===== config.mk =====
export PLATFORM = sky130hd
export DESIGN_NAME = srm_sqrt_step
export DESIGN_NICKNAME = d
export VERILOG_FILES = /design/src/hdl/srm_pkg.sv /design/src/hdl/srm_sqrt_step.sv
export SDC_FILE = /design/constraint.sdc
export NUM_CORES = 1
export LEC_CHECK = 0
export ABC_AREA = 1
export BUFFER_PORTS_ARGS = -buffer_cell sky130_fd_sc_hd__buf_4
export CORE_UTILIZATION = 40
export CTS_CLUSTER_SIZE = 16
export DETAILED_ROUTE_END_ITERATION = 10
export REMOVE_ABC_BUFFERS = 1
export SETUP_SLACK_MARGIN = 0.5
export SYNTH_ARGS = -nofsm -noshare
export SYNTH_HDL_FRONTEND = slang
export SYNTH_SLANG_ARGS = --single-unit

===== constraint.sdc =====
create_clock -name clk_i -period 10.5 [get_ports clk_i]
set_input_delay 1.05 -clock clk_i [delete_from_list [all_inputs] [get_ports clk_i]]
set_output_delay 1.05 -clock clk_i [all_outputs]
set_load 0.01 [all_outputs]

===== src/hdl/srm_pkg.sv =====
// types and constants shared by the strain rate magnitude pipeline
// no dependencies; every other file in hdl/ refers to it by scoped names
package srm_pkg;

  localparam int GRAD_W = 32;
  localparam int S_W    = GRAD_W + 1;   // off-diagonal sum g_ij + g_ji
  localparam int D_W    = GRAD_W + 2;   // diagonal term 3*g_ii - trace
  localparam int SQ_W   = 66;           // one squared term
  localparam int S2_W   = 66;           // sum of the off-diagonal squares
  localparam int D2_W   = 68;           // sum of the diagonal squares
  localparam int Q_W    = 71;           // 18*S2 + 4*D2
  localparam int REM_W  = 69;           // root remainder, Q below the clip limit
  localparam int ROOT_W = 32;
  localparam int DIMS_W = 2;

  localparam logic [DIMS_W-1:0] DIMS_RESET = 2'd3;
  localparam logic [DIMS_W-1:0] DIMS_2D    = 2'd2;

  // result above 32 bits exactly when Q >= 18 * 2^64
  localparam logic [Q_W-1:0] SAT_LIM = Q_W'(18) << 64;

  typedef struct packed {
    logic signed [GRAD_W-1:0] grad_xx;
    logic signed [GRAD_W-1:0] grad_xy;
    logic signed [GRAD_W-1:0] grad_xz;
    logic signed [GRAD_W-1:0] grad_yx;
    logic signed [GRAD_W-1:0] grad_yy;
    logic signed [GRAD_W-1:0] grad_yz;
    logic signed [GRAD_W-1:0] grad_zx;
    logic signed [GRAD_W-1:0] grad_zy;
    logic signed [GRAD_W-1:0] grad_zz;
  } grad_t;

  typedef struct packed {
    logic [ROOT_W-1:0] magnitude;
    logic              saturated;
  } result_t;

  typedef struct packed {
    logic signed [S_W-1:0] s_xy;
    logic signed [S_W-1:0] s_xz;
    logic signed [S_W-1:0] s_yz;
    logic signed [D_W-1:0] d_x;
    logic signed [D_W-1:0] d_y;
    logic signed [D_W-1:0] d_z;
  } terms_t;

  typedef struct packed {
    logic [REM_W-1:0]  rem;
    logic [ROOT_W-1:0] root;
    logic              sat;
  } root_t;

endpackage


===== src/hdl/srm_sqrt_step.sv =====
// one bit of the scaled integer square root: largest r with 18*r^2 <= Q
// depends on srm_pkg
module srm_sqrt_step #(
  parameter int K = 0
) (
  input  logic            clk_i,
  input  logic            en_i,
  input  srm_pkg::root_t  root_i,
  output srm_pkg::root_t  root_o
);

  logic [srm_pkg::REM_W-1:0] base;
  logic [srm_pkg::REM_W-1:0] trial;
  srm_pkg::root_t            root_d, root_q;

  always_comb begin
    // 18*((r+2^K)^2 - r^2) = 18*(r*2^(K+1) + 2^(2K))
    base   = (srm_pkg::REM_W'(root_i.root) << (K + 1)) | (srm_pkg::REM_W'(1) << (2 * K));
    trial  = (base << 4) + (base << 1);
    root_d = root_i;
    if (root_i.rem >= trial) begin
      root_d.rem  = root_i.rem - trial;
      root_d.root = root_i.root | (srm_pkg::ROOT_W'(1) << K);
    end
  end

  always_ff @(posedge clk_i) begin
    if (en_i) begin
      root_q <= root_d;
    end
  end

  assign root_o = root_q;

endmodule


* Word level (Yosys, flattened, before mapping)
Index checks and enable logic that the tools add are counted.
** Cells by class
- Add/subtract/negate cells :: 2
- Magnitude comparators :: 1
- Mux-type cells :: 1
** Operator list (number)
- $mux 101 :: 1
- $ge 69x38->1 :: 1
- $sub 69x38->69 :: 1
- $add 37x34->38 :: 1
** Storage, ports and cells
- Register bits :: 102
- Input port bits :: 104
- Output and inout bits :: 102
- Logic and storage cells :: 8

* Logic depth before layout (Yosys ltp)
- Word-level depth :: 3
- Mapped depth :: 27
- Depth with buffers taken out :: 27

* Least setup slack after synthesis
OpenSTA, ideal clock, no wires.
- Path kind :: input to register
- Start :: input port root_i[1] in the netlist's numbering
- End :: register root_q, in the netlist root_o[66], data pin
- Arrival time :: 4227 ps
- Required time :: 10247 ps
- Path slack :: 6020 ps
- Cell stages on the path :: 24
- Buffers on the path :: 2
- Cell sequence :: inv_1 -> fa_1 -> o21ai_0 -> a21oi_1 -> o21ai_0 -> nand2_1 -> nand2_1 -> nand3_1 -> nand3b_1 -> nand2_1 -> ha_1 -> nand2_1 -> nor2_1 -> inv_2 -> nor3_1 -> nand2_1 -> nand2_2 -> nand2_4 -> nand2_8 -> inv_4 -> buf_6 -> buf_6 -> nand2_1 -> nand2_1
** RTL lines
- from (decl) :: RTL line srm_sqrt_step.sv:8 : input srm_pkg::root_t root_i,
- to (signal assigned) :: RTL line srm_sqrt_step.sv:29 : root_q <= root_d;
- to (decl) :: RTL line srm_sqrt_step.sv:14 : srm_pkg::root_t root_d, root_q;

==> impl_metrics.yaml <==
clock_tree:
  cts_buffers: 9
  numClockSinks: 102
  cts_tree: "done"
  cts_setup_buffers: 0
  cts_htree_levels: 3
  cts_hold_buf: 0
  clk_path_buf_depth: 2
  path_clk_slew_ns: 0.08
  ctsResizeCount: 0
  root_buffer: "clkbuf_16"
setup_path:
  path_max_fanout: 69
  crit_type: "in -> reg"
  worstPathRequired_ns: 10.59
  startpoint: "root_i[3]"
  crit_arrival_ns: 5.53
  cp-end-kind: "register"
  worst_setup_path_start_kind: "primary input"
global_routing:
  antenna_found_initial: 0
  grt_pass1_wl_um: 53300
  track_usage: 0.268
  grt_pass1_vias: 9890
  grt-ovfl-total: 0
  grt_max_degree: 70
routing:
  dr.pass1.iters: 6
  drtIter0Drc: 857
  drc_errors: 0
  wl_per_cell_um: 16.4
  vias: 10489
  postRouteAntennaNets: 0
  wirelength_um: 34100
  via_per_inst: 5.04
layout:
  synthToLayoutAreaGrowth_pct: 21.8
  drive_gt1_frac: 0.149
  final_cells: 2080
  diodes: 0
  largest_reg_flops: 102
  final_util: 0.498
  num-nets-final: 1922
logic_synthesis:
  syn_inst: 1544
  async_flop_share: 0
  synthFlopType: "edfxtp_1"
  yosysSeqAreaShare: 0.306
  syn_area_per_cell_sq_um: 6.48
  synth_edf_count: 102
  yosys.cell_types.count: 43
  syn_area_sq_um: 10000
  ys_ff_latch: 102
  yosysWarnings: 0
status:
  status: "completed"
sta:
  hold_viol: 0
  min_period_ns: 5.44
  slew_violations: 0
  setup_viol: 0
  rsz0062_at_grt: "false"
  fin_ws_ns: 5.06
  worst_pin_slew_ns: 0.800
  setup_tns_ns: 0
  fin_crit_sh: 0.518
  max_freq_mhz: 184
  relSlewSlack: 0.467
min_path:
  holdPathStages: 1
  hold_path.class: "in -> reg"
  hold_path_startpoint: "root_i[0]"
  whs_endpoint: "root_o[0]$_DFFE_PP_"
flow_run:
  maxCapViolations: 0
power_and_ir_drop:
  power.density_nw_per_um2: 140
  switching_share: 0.407
  p_leak_nw: 5.93
  p_comb_frac: 0.470
  p_int_mw: 1.01
  clkPwrFrac: 0.202
  pwr-share-seq: 0.328
  power_mw: 1.71
  switchingPower_mw: 0.694
  vdd_drop_max_mv: 0.0679
placement:
  place_inst: 2064
  dp_slack_ns: 4.78
  place.port_buffers: 205
  gp_congestion: 0.936
  dpl.hpwl_um: 28900
floorplanning:
  dieArea_sq_um: 25700
  core.rowCount: 57
  ioPinCount: 206
  die_x_um: 160
  start_util: 0.409
  core_area_sq_um: 24500
  dieHeight_um: 160
[power groups by stage]
| stage | clock [mW] | combinational, mW | sequential, mW |
|---|---|---|---|
| global route | 0.365 | 0.884 | 0.565 |
| floorplan | 0 | 0.447 | 0.600 |
| global placement | 0 | 0.793 | 0.569 |
| CTS | 0.353 | 0.799 | 0.560 |
| finish | 0.344 | 0.802 | 0.560 |
| detailed placement | 0 | 0.796 | 0.567 |
[stage by stage]
stage | cell area (sq um) | hold slack (ns)
5_1_grt | 12200 | 0.852
6_report | 12200 | 0.862
3_5_place_dp | 11900 | 1.23
3_3_place_gp | 11900 | 1.23
4_1_cts | 12200 | 0.850
2_1_floorplan | 9940 | 1.15
[synthesized netlist by cell type (5+ instances only)]
cell type,number,share of area
nand2_1,576,0.22
inv_1,230,0.086
nor2_1,175,0.066
edfxtp_1,102,0.31
a21oi_1,70,0.035
ha_1,65,0.081
o21ai_0,63,0.032
nand3_1,56,0.028
xnor2_1,39,0.034
nor3_1,28,0.014
nand3b_1,20,0.015
inv_2,13,0.0049
nand4_1,13,0.0081
xor2_1,13,0.011
nor4_1,9,0.0056
o21bai_1,8,0.0060
nand2_2,7,0.0044
buf_2,6,0.0030
a31oi_1,5,0.0031
nor2_2,5,0.0031
o21a_1,5,0.0038
[area by class of cell]
cell class                 instances  area [sq um]
fill                            2584         12300
multi-input combinational       1188          5960
sequential                       102          3060
timing repair buffer             206          1550
inverter                         244           918
tap                              324           405
clock buffer                       9           225
clock inverter                     7          65.1
[layer usage]
| metal | routed length (um) | up-vias | GRT usage |
|---|---|---|---|
| li1 | - | 5344 | - |
| met2 | 14700 | 355 | 0.424 |
| met1 | 16600 | 4761 | 0.387 |
| met4 | 549 | 0 | 0.0576 |
| met3 | 2240 | 29 | 0.0371 |
| met5 | 0 | - | 0 |
[worst max-delay path: stages]
cell	delay, ns
buf_4	0.14
inv_1	0.09
fa_1	0.43
o21ai_0	0.30
a21oi_1	0.18
o21ai_0	0.52
nand2_1	0.11
nand2_1	0.22
xnor2_1	0.16
ha_1	0.30
nand2_1	0.13
inv_2	0.04
nand2_1	0.11
inv_1	0.10
a21oi_2	0.20
nand3_2	0.16
nand2_1	0.11
nand2_2	0.08
nand2_4	0.10
nand2_8	0.16
inv_4	0.51
o21ai_0	0.21
[layout by cell type, fill, tap and decap left out, types with 2 or more instances in the layout]
| cell | n |
|---|---|
| nor4_1 | 9 |
| o21ai_2 | 3 |
| clkbuf_16 | 9 |
| inv_1 | 230 |
| inv_2 | 13 |
| nand3b_1 | 20 |
| o21bai_1 | 8 |
| o21ai_0 | 63 |
| xor2_1 | 13 |
| nand2_1 | 576 |
| ha_1 | 65 |
| buf_4 | 206 |
| o21a_1 | 5 |
| nand4_1 | 13 |
| o221ai_1 | 2 |
| nor2_1 | 175 |
| a21oi_2 | 3 |
| nand3_1 | 56 |
| a21boi_0 | 2 |
| fa_1 | 2 |
| a21o_1 | 2 |
| edfxtp_1 | 102 |
| inv_8 | 3 |
| nor2_2 | 5 |
| clkinv_4 | 3 |
| nand2_2 | 7 |
| a21oi_1 | 70 |
| o211ai_1 | 3 |
| nor2_4 | 2 |
| xnor2_1 | 39 |
| a31oi_1 | 5 |
| and2_1 | 2 |
| nor3_1 | 28 |
[worst max path at each step]
stage                      endpoint  cells past startpoint
2_1_floorplan  root_o[58]$_DFFE_PP_                     21
3_3_place_gp   root_o[64]$_DFFE_PP_                     21
3_5_place_dp   root_o[64]$_DFFE_PP_                     22
4_1_cts        root_o[64]$_DFFE_PP_                     22
5_1_grt        root_o[58]$_DFFE_PP_                     22
6_report       root_o[64]$_DFFE_PP_                     22
[cells by family (layout without fill, tap and decap cells)]
group	after synthesis	in the layout	synth area share
compound gates	169	169	0.0939
xor+xnor	52	52	0.0455
simple gates	900	900	0.371
buf+inv	254	466	0.0980
flops	102	102	0.306
fa+ha+maj	67	67	0.0853
Power figures use the tool's default switching activity.
