File: config.mk
export PLATFORM = sky130hd
export DESIGN_NAME = srm_front
export DESIGN_NICKNAME = d
export VERILOG_FILES = /design/src/hdl/srm_pkg.sv /design/src/hdl/srm_front.sv
export SDC_FILE = /design/constraint.sdc
export NUM_CORES = 1
export LEC_CHECK = 0
export BUFFER_PORTS_ARGS = -buffer_cell sky130_fd_sc_hd__buf_2
export CELL_PAD_IN_SITES_DETAIL_PLACEMENT = 1
export CELL_PAD_IN_SITES_GLOBAL_PLACEMENT = 2
export CORE_MARGIN = 5
export CORE_UTILIZATION = 30
export DETAILED_ROUTE_END_ITERATION = 6
export HOLD_SLACK_MARGIN = 0.1
export PLACE_DENSITY = 0.83
export SLEW_MARGIN = 20
export SYNTH_ARGS = -nofsm -noshare
export SYNTH_HDL_FRONTEND = slang
export SYNTH_SLANG_ARGS = --single-unit
File: constraint.sdc
create_clock -name clk_i -period 3.91 [get_ports clk_i]
set_input_delay 0.391 -clock clk_i [delete_from_list [all_inputs] [get_ports clk_i]]
set_output_delay 0.391 -clock clk_i [all_outputs]
set_load 0.005 [all_outputs]
File: src/hdl/srm_pkg.sv
// types and constants shared by the strain rate magnitude pipeline
// no dependencies; every other file in hdl/ refers to it by scoped names
package srm_pkg;

  localparam int GRAD_W = 32;
  localparam int S_W    = GRAD_W + 1;   // off-diagonal sum g_ij + g_ji
  localparam int D_W    = GRAD_W + 2;   // diagonal term 3*g_ii - trace
  localparam int SQ_W   = 66;           // one squared term
  localparam int S2_W   = 66;           // sum of the off-diagonal squares
  localparam int D2_W   = 68;           // sum of the diagonal squares
  localparam int Q_W    = 71;           // 18*S2 + 4*D2
  localparam int REM_W  = 69;           // root remainder, Q below the clip limit
  localparam int ROOT_W = 32;
  localparam int DIMS_W = 2;

  localparam logic [DIMS_W-1:0] DIMS_RESET = 2'd3;
  localparam logic [DIMS_W-1:0] DIMS_2D    = 2'd2;

  // result above 32 bits exactly when Q >= 18 * 2^64
  localparam logic [Q_W-1:0] SAT_LIM = Q_W'(18) << 64;

  typedef struct packed {
    logic signed [GRAD_W-1:0] grad_xx;
    logic signed [GRAD_W-1:0] grad_xy;
    logic signed [GRAD_W-1:0] grad_xz;
    logic signed [GRAD_W-1:0] grad_yx;
    logic signed [GRAD_W-1:0] grad_yy;
    logic signed [GRAD_W-1:0] grad_yz;
    logic signed [GRAD_W-1:0] grad_zx;
    logic signed [GRAD_W-1:0] grad_zy;
    logic signed [GRAD_W-1:0] grad_zz;
  } grad_t;

  typedef struct packed {
    logic [ROOT_W-1:0] magnitude;
    logic              saturated;
  } result_t;

  typedef struct packed {
    logic signed [S_W-1:0] s_xy;
    logic signed [S_W-1:0] s_xz;
    logic signed [S_W-1:0] s_yz;
    logic signed [D_W-1:0] d_x;
    logic signed [D_W-1:0] d_y;
    logic signed [D_W-1:0] d_z;
  } terms_t;

  typedef struct packed {
    logic [REM_W-1:0]  rem;
    logic [ROOT_W-1:0] root;
    logic              sat;
  } root_t;

endpackage

File: src/hdl/srm_front.sv
// first pipeline stage: symmetric sums and deviatoric diagonal terms
// depends on srm_pkg
module srm_front (
  input  logic           clk_i,
  input  logic           en_i,
  input  logic           is_2d_i,
  input  srm_pkg::grad_t grad_i,
  output srm_pkg::terms_t terms_o
);

  srm_pkg::terms_t terms_d, terms_q;

  logic signed [srm_pkg::D_W-1:0] xx, yy, zz;
  logic signed [srm_pkg::S_W-1:0] xy, yx, xz, zx, yz, zy;

  always_comb begin
    xx = srm_pkg::D_W'(grad_i.grad_xx);
    yy = srm_pkg::D_W'(grad_i.grad_yy);
    zz = is_2d_i ? '0 : srm_pkg::D_W'(grad_i.grad_zz);
    xy = srm_pkg::S_W'(grad_i.grad_xy);
    yx = srm_pkg::S_W'(grad_i.grad_yx);
    xz = srm_pkg::S_W'(grad_i.grad_xz);
    zx = srm_pkg::S_W'(grad_i.grad_zx);
    yz = srm_pkg::S_W'(grad_i.grad_yz);
    zy = srm_pkg::S_W'(grad_i.grad_zy);

    terms_d.s_xy = xy + yx;
    terms_d.s_xz = is_2d_i ? '0 : xz + zx;
    terms_d.s_yz = is_2d_i ? '0 : yz + zy;
    // 3*g_ii - trace, z dropped from the trace in 2d
    terms_d.d_x  = (xx <<< 1) - yy - zz;
    terms_d.d_y  = (yy <<< 1) - xx - zz;
    terms_d.d_z  = is_2d_i ? '0 : (zz <<< 1) - xx - yy;
  end

  always_ff @(posedge clk_i) begin
    if (en_i) begin
      terms_q <= terms_d;
    end
  end

  assign terms_o = terms_q;

endmodule

# ---- Yosys cells after proc, flatten, opt, wreduce, memory -nomap -nowiden
# Index checks and enable logic that the tools add are counted.
dict set report op_classes {
  addsub 9
  n_mux 1
}
# op n
set ops {}
lappend ops {{34-bit subtractor} 4}
lappend ops {{32-bit by 32-bit adder with 33-bit output} 3}
lappend ops {{33-bit by 32-bit subtractor with 34-bit output} 2}
lappend ops {{34-bit 2-to-1 mux} 1}
dict set report totals {
  ff_bits 201
  input_bits 291
  out_inout_bits 201
}

# ---- Longest topological paths before layout
# Gate-level depths: netlist of run 1.
dict set report depth {
  depth_word 3
  depth_mapped 17
  depth_no_buf 14
}

# ---- Least setup slack after synthesis of run 1
# OpenSTA, ideal clock, no wires.
dict set report synth_timing {
  path_kind {input to register}
  from {input is_2d_i}
  to {register terms_q, in the netlist terms_o[100], data pin}
  setup_time_ps 259
  t_arrival_ps 3869
  setup_slack_ps -218
  path_stages 15
  path_cell_list {clkbuf_1 -> inv_1 -> clkbuf_1 -> nand2_1 -> fa_1 -> ha_1 -> nor2b_1 -> o31a_1 -> o41a_1 -> a2111oi_4 -> o31ai_1 -> a211o_1 -> nand4b_2 -> a211oi_1 -> a211o_1}
}
# element line
set synth_rtl {}
lappend synth_rtl {{from (decl)} srm_front.sv:6} ;# input logic is_2d_i,
lappend synth_rtl {{to (signal assigned)} srm_front.sv:38} ;# terms_q <= terms_d;
lappend synth_rtl {{to (decl)} srm_front.sv:11} ;# srm_pkg::terms_t terms_d, terms_q;

==> flow_metrics.py, run 1 <==
metrics = {
    "global_routing": {
        "antenna_found_initial": 9,
        "track_usage": 0.199,
        "grt_max_degree": 87,
        "grt_pass1_wl_mm": 107,
        "gr-total-overflow": 0,
        "grt_pass1_vias": 18900,
    },
    "sta": {
        "hold_ws_ps": 230,
        "fin_setup_tns_ps": 0,
        "period_needed_ps": 3740,
        "post-route-period-util": 0.957,
        "setup_violations": 0,
        "max_freq_mhz": 267,
        "finalHoldViolations": 0,
        "worst_slack_ps": 169,
        "maxSlewHeadroom": 0.355,
        "worstMarginPinSlew_ps": 968,
        "rsz0062_at_grt": "no",
        "drv_slew": 0,
    },
    "layout": {
        "syn2layout_area_growth_pct": 30.7,
        "seq_area_sq_um": 6040,
        "final_cell_mix": "489 x buf_2, 201 x edfxtp_1, 196 x ha_1",
        "layout-drive-gt1-share": 0.281,
        "nNetsFinal": 3167,
        "postLayoutCoreUtil": 0.395,
        "fillers": 7277,
        "final_common_cell": "buf_2",
        "largest_reg_flops": 201,
        "multiInputGateArea_sq_um": 11900,
    },
    "drt": {
        "ant_nets": 0,
        "finalWirelength_mm": 70.6,
        "drc_errors": 0,
        "detail_route.wl_per_cell_microns": 20.5,
        "via_per_inst": 5.05,
        "dr.pass1.iters": 6,
        "drtIter0Drc": 715,
        "vias": 17400,
    },
    "clock_network": {
        "path_clk_slew_ps": 60,
        "clock-sinks": 201,
        "cts_tree": "done",
        "root_buffer": "clkbuf_16",
        "cts_buffer_depth": 3,
        "cts_buffers": 27,
        "ctsHtreeMaxLevel": 1,
    },
    "yosys": {
        "synth_edf_count": 201,
        "avgSynthCellArea_sq_um": 9.72,
        "synth_area_sq_um": 18600,
        "syn_inst": 1913,
        "ys_types": 67,
        "synth_ff_type": "edfxtp_1",
        "synth_nets": 2499,
        "ys_seq_elements": 201,
        "ys_warn_count": 0,
        "ys_seq_area_frac": 0.325,
        "async_reset_ff_frac": 0,
    },
    "power_and_ir_drop": {
        "seqPwrFrac": 0.303,
        "power.switching_fraction": 0.367,
        "p_leak_nw": 11.3,
        "ir_drop_v": 0.000259,
        "p_per_area_nw_per_um2": 425,
        "power_frac_comb": 0.456,
        "power.internal_mw": 6.54,
        "power.total_mw": 10.3,
        "p_clk_frac": 0.241,
        "p_sw_mw": 3.80,
    },
    "die": {
        "die_h_microns": 259,
        "start_util": 0.302,
        "core_sq_um": 61600,
        "die_area_sq_um": 67100,
        "die_w_microns": 259,
        "io_pins": 492,
        "rows": 91,
    },
    "critical_path": {
        "critPathCapture": "terms_o[65]",
        "cp.required_ps": 4200,
        "crit_start": "is_2d_i",
        "crit_arrival_ps": 4030,
        "cp_max_fo": 9,
        "startpoint_type": "input port",
        "crit_path_end_kind": "flip-flop",
        "worstSetupPathType": "input port to flip-flop",
    },
    "run": {
        "cap_violations": 0,
    },
    "placed_design": {
        "dp_hpwl_mm": 59.5,
        "dp_slack_ps": -468,
        "numPortBuffers": 491,
        "globalplace.congestion": 0.952,
    },
    "min_path": {
        "hold_class": "input port to flip-flop",
    },
    "status": {
        "outcome": "finished, final reports clean",
    },
}
==> power groups by stage <==
stage	Sequential, mW	Clock [mW]	Combinational [mW]
floorplan	3.18	0	2.53
global placement	3.17	0	4.60
detailed placement	3.17	0	4.69
CTS	3.14	2.59	4.74
global route	3.16	2.69	5.18
finish	3.13	2.50	4.72
==> through the flow <==
stage	cell area, sq um	cells
floorplan	18600	1913
global placement	23400	3387
detailed placement	23400	3387
CTS	24300	3438
global route	24300	3445
finish	24300	3446
==> what timing repair did <==
item	CTS	global route
endpoints found under the hold margin	1	0
hold buffers	2	0
setup buffers	0	0
setup endpoints to repair	0	2
resized for setup	0	2
==> cell usage after synthesis, types with 23 or more instances <==
library cell | number | area share
a211oi_1 | 26 | 0.010
a21o_1 | 97 | 0.039
a21oi_1 | 189 | 0.051
a31oi_1 | 24 | 0.0081
clkbuf_1 | 39 | 0.0079
edfxtp_1 | 201 | 0.32
fa_1 | 99 | 0.11
ha_1 | 196 | 0.13
inv_1 | 144 | 0.029
nand2_1 | 129 | 0.026
nand3_1 | 29 | 0.0078
nand4_1 | 23 | 0.0077
nor2_1 | 180 | 0.036
nor2b_1 | 23 | 0.0077
o21a_1 | 26 | 0.010
o21ai_0 | 66 | 0.018
o21ai_1 | 39 | 0.010
o21bai_1 | 24 | 0.0097
xnor2_1 | 96 | 0.045
xor2_1 | 76 | 0.036
==> critical path, cell delays in order <==
cell and delay (ps):
buf_4 120, inv_2 170, buf_4 180, nand2_1 90
fa_1 440, ha_1 360, nand2_1 110, nor3_2 310
o311ai_2 220, o211ai_1 220, a31oi_1 170, buf_4 170
o31a_1 310, o22a_1 280, o31ai_1 340, xor2_1 120
==> final cells by class <==
class / instances / area share
diodes: 8 / 0.000824
clock buffers: 27 / 0.0278
repair buffers: 680 / 0.161
clock inverters: 22 / 0.00782
flip-flops and latches: 201 / 0.248
well taps: 837 / 0.0431
inverters: 144 / 0.0222
multi-input cells: 1527 / 0.489
==> cells by family (layout without fill, tap and decap cells) <==
| group | count (synthesis) | after routing | synth area share |
|---|---|---|---|
| AO/OA/AOI/OAI | 587 | 587 | 0.202 |
| other | 0 | 8 | 0 |
| adder cells (fa/ha/maj) | 295 | 295 | 0.238 |
| flip-flops | 201 | 201 | 0.325 |
| XOR/XNOR | 172 | 172 | 0.0810 |
| multiplexers | 2 | 2 | 0.00121 |
| buffers and inverters | 185 | 873 | 0.0373 |
| AND/OR/NAND/NOR | 471 | 471 | 0.115 |
==> routing by layer <==
layer | GRT usage | share of wire
met2 | 0.358 | 0.50
met1 | 0.245 | 0.42
met4 | 0.0580 | 0.029
met5 | 0 | 0.00018
met3 | 0.0340 | 0.051
==> worst min-delay path by stage <==
stage / depth (start not counted) / slack [ps] / to / from
final: 2 / 230 / terms_o[169] / grad_i[225]
after global routing: 2 / 210 / terms_o[169] / grad_i[225]
after CTS: 2 / 170 / terms_o[169] / grad_i[225]
after detailed placement: 2 / 690 / terms_o[168] / grad_i[224]
after global placement: 2 / 680 / terms_o[168] / grad_i[224]
after floorplan: 0 / 500 / terms_o[0] / en_i
Power figures use the tool's default switching activity.
==> run 2, diff against run 1 <==
--- a/config.mk
+++ b/config.mk
@@ -5,7 +5,7 @@
 export SDC_FILE = /design/constraint.sdc
 export NUM_CORES = 1
 export LEC_CHECK = 0
-export BUFFER_PORTS_ARGS = -buffer_cell sky130_fd_sc_hd__buf_2
+export BUFFER_PORTS_ARGS = -buffer_cell sky130_fd_sc_hd__buf_4
 export CELL_PAD_IN_SITES_DETAIL_PLACEMENT = 1
 export CELL_PAD_IN_SITES_GLOBAL_PLACEMENT = 2
 export CORE_MARGIN = 5
==> run 2 against run 1 <==
Via count is 1.2% lower. Utilization up 2.0 points. Die area is the same. Design area increased by 5.0%. Power grew 2.2%. Critical endpoint unchanged. Largest power group unchanged.
==> flow_metrics.py, run 2 (synthesis results as in run 1) <==
metrics = {
    "die": {
        "die_h_microns": 259,
        "rows": 91,
        "io_pins": 492,
        "core_sq_um": 61600,
        "die_w_microns": 259,
        "die_area_sq_um": 67100,
        "start_util": 0.302,
    },
    "layout": {
        "largest_reg_flops": 201,
        "postLayoutCoreUtil": 0.414,
        "final_cell_mix": "680 x buf_4, 201 x edfxtp_1, 196 x ha_1",
        "fin_area_sq_um": 25500,
        "syn2layout_area_growth_pct": 37.3,
        "nNetsFinal": 3172,
        "final_common_cell": "buf_4",
        "layout-drive-gt1-share": 0.280,
    },
    "power_and_ir_drop": {
        "ir_drop_v": 0.000256,
        "p_per_area_nw_per_um2": 414,
        "p_leak_nw": 11.8,
        "power.total_mw": 10.6,
    },
    "critical_path": {
        "crit_arrival_ps": 4030,
        "crit_path_frequent_cell": "buf_4",
        "cp_max_fo": 11,
        "crit_family": "compound AO/OA/AOI/OAI gates",
        "path_cells": "buf_4 > inv_2 > buf_12 > nand2_1 > fa_1 > ha_1 > buf_4 > nand3_1 > nor3_1 > o311ai_1 > o211ai_1 > a31oi_1 > buf_4 > o31a_1 > o22a_1 > o31ai_1 > xor2_1",
        "cp.required_ps": 4210,
        "crit_path_end_kind": "flip-flop",
        "slowest_stage": "fa_1",
        "startpoint_type": "input port",
        "max_stage_delay_ps": 450,
        "worstSetupPathType": "input port to flip-flop",
        "worst-path-buf-inv": 5,
    },
    "global_routing": {
        "grt_max_degree": 91,
        "gr-total-overflow": 0,
        "grt_pass1_wl_mm": 106,
        "grt_pass1_vias": 18700,
        "antenna_found_initial": 4,
        "track_usage": 0.197,
    },
    "sta": {
        "post-route-period-util": 0.953,
        "period_needed_ps": 3730,
        "drv_slew": 0,
        "fin_setup_tns_ps": 0,
        "worstMarginPinSlew_ps": 856,
        "worst_slack_ps": 182,
        "setup_violations": 0,
        "finalHoldViolations": 0,
        "max_freq_mhz": 268,
        "rsz0062_at_grt": "no",
        "maxSlewHeadroom": 0.429,
    },
    "placed_design": {
        "dp_hpwl_mm": 59.2,
        "dp_slack_ps": -346,
        "place_area_sq_um": 24700,
        "numPortBuffers": 491,
        "globalplace.congestion": 0.945,
    },
    "run": {
        "cap_violations": 0,
    },
    "min_path": {
        "hold_class": "input port to flip-flop",
    },
    "clock_network": {
        "ctsHtreeMaxLevel": 1,
        "cts_tree": "done",
        "clock-sinks": 201,
        "cts_setup_buffers": 0,
        "cts_buffers": 27,
        "cts_buffer_depth": 3,
        "path_clk_slew_ps": 60,
        "root_buffer": "clkbuf_16",
    },
    "drt": {
        "drc_errors": 0,
        "detail_route.wl_per_cell_microns": 20.1,
        "drtIter0Drc": 772,
        "finalWirelength_mm": 69.4,
        "vias": 17200,
        "ant_nets": 0,
        "via_per_inst": 4.99,
        "dr.pass1.iters": 5,
    },
    "status": {
        "outcome": "finished, final reports clean",
    },
}
run 2: worst paths after layout:
| kind | start | endpoint | depth (start not counted) |
|---|---|---|---|
| min | grad_i[225] | terms_o[169] | 2 |
| max | is_2d_i | terms_o[65] | 17 |
run 2: repair_timing:
| item | 4_1_cts | 5_1_grt |
|---|---|---|
| endpoints found under the hold margin | 1 | 0 |
| gates resized for setup | 0 | 0 |
| hold buffers | 2 | 0 |
run 2: layout make-up:
| cell class | instances | area (sq um) |
|---|---|---|
| inverter | 144 | 541 |
| tap | 837 | 1050 |
| antenna | 3 | 7.51 |
| multi-input combinational | 1527 | 11900 |
| clock buffer | 28 | 679 |
| sequential | 201 | 6040 |
| timing repair buffer | 685 | 5180 |
| clock inverter | 19 | 173 |
| fill | 7125 | 36100 |
run 2: stage by stage:
stage | std cells | hold WS (ps)
global route | 3443 | 182
detailed placement | 3392 | 688
finish | 3444 | 197
global placement | 3392 | 683
floorplan | 1913 | 503
CTS | 3441 | 150
run 2: power breakdown:
part	switching (mW)	leakage (nW)	internal, mW
logic	2.57	9.39	2.42
clock network	0.994	0.411	1.44
registers	0.171	1.95	2.98
run 2: metal layers:
metal | part of all wire | global-route usage | vias to the layer above
met4 | 0.029 | 0.0534 | 2
met2 | 0.50 | 0.358 | 398
met5 | 0.00019 | 0 | -
met1 | 0.41 | 0.244 | 8409
li1 | - | - | 8287
met3 | 0.051 | 0.0312 | 90
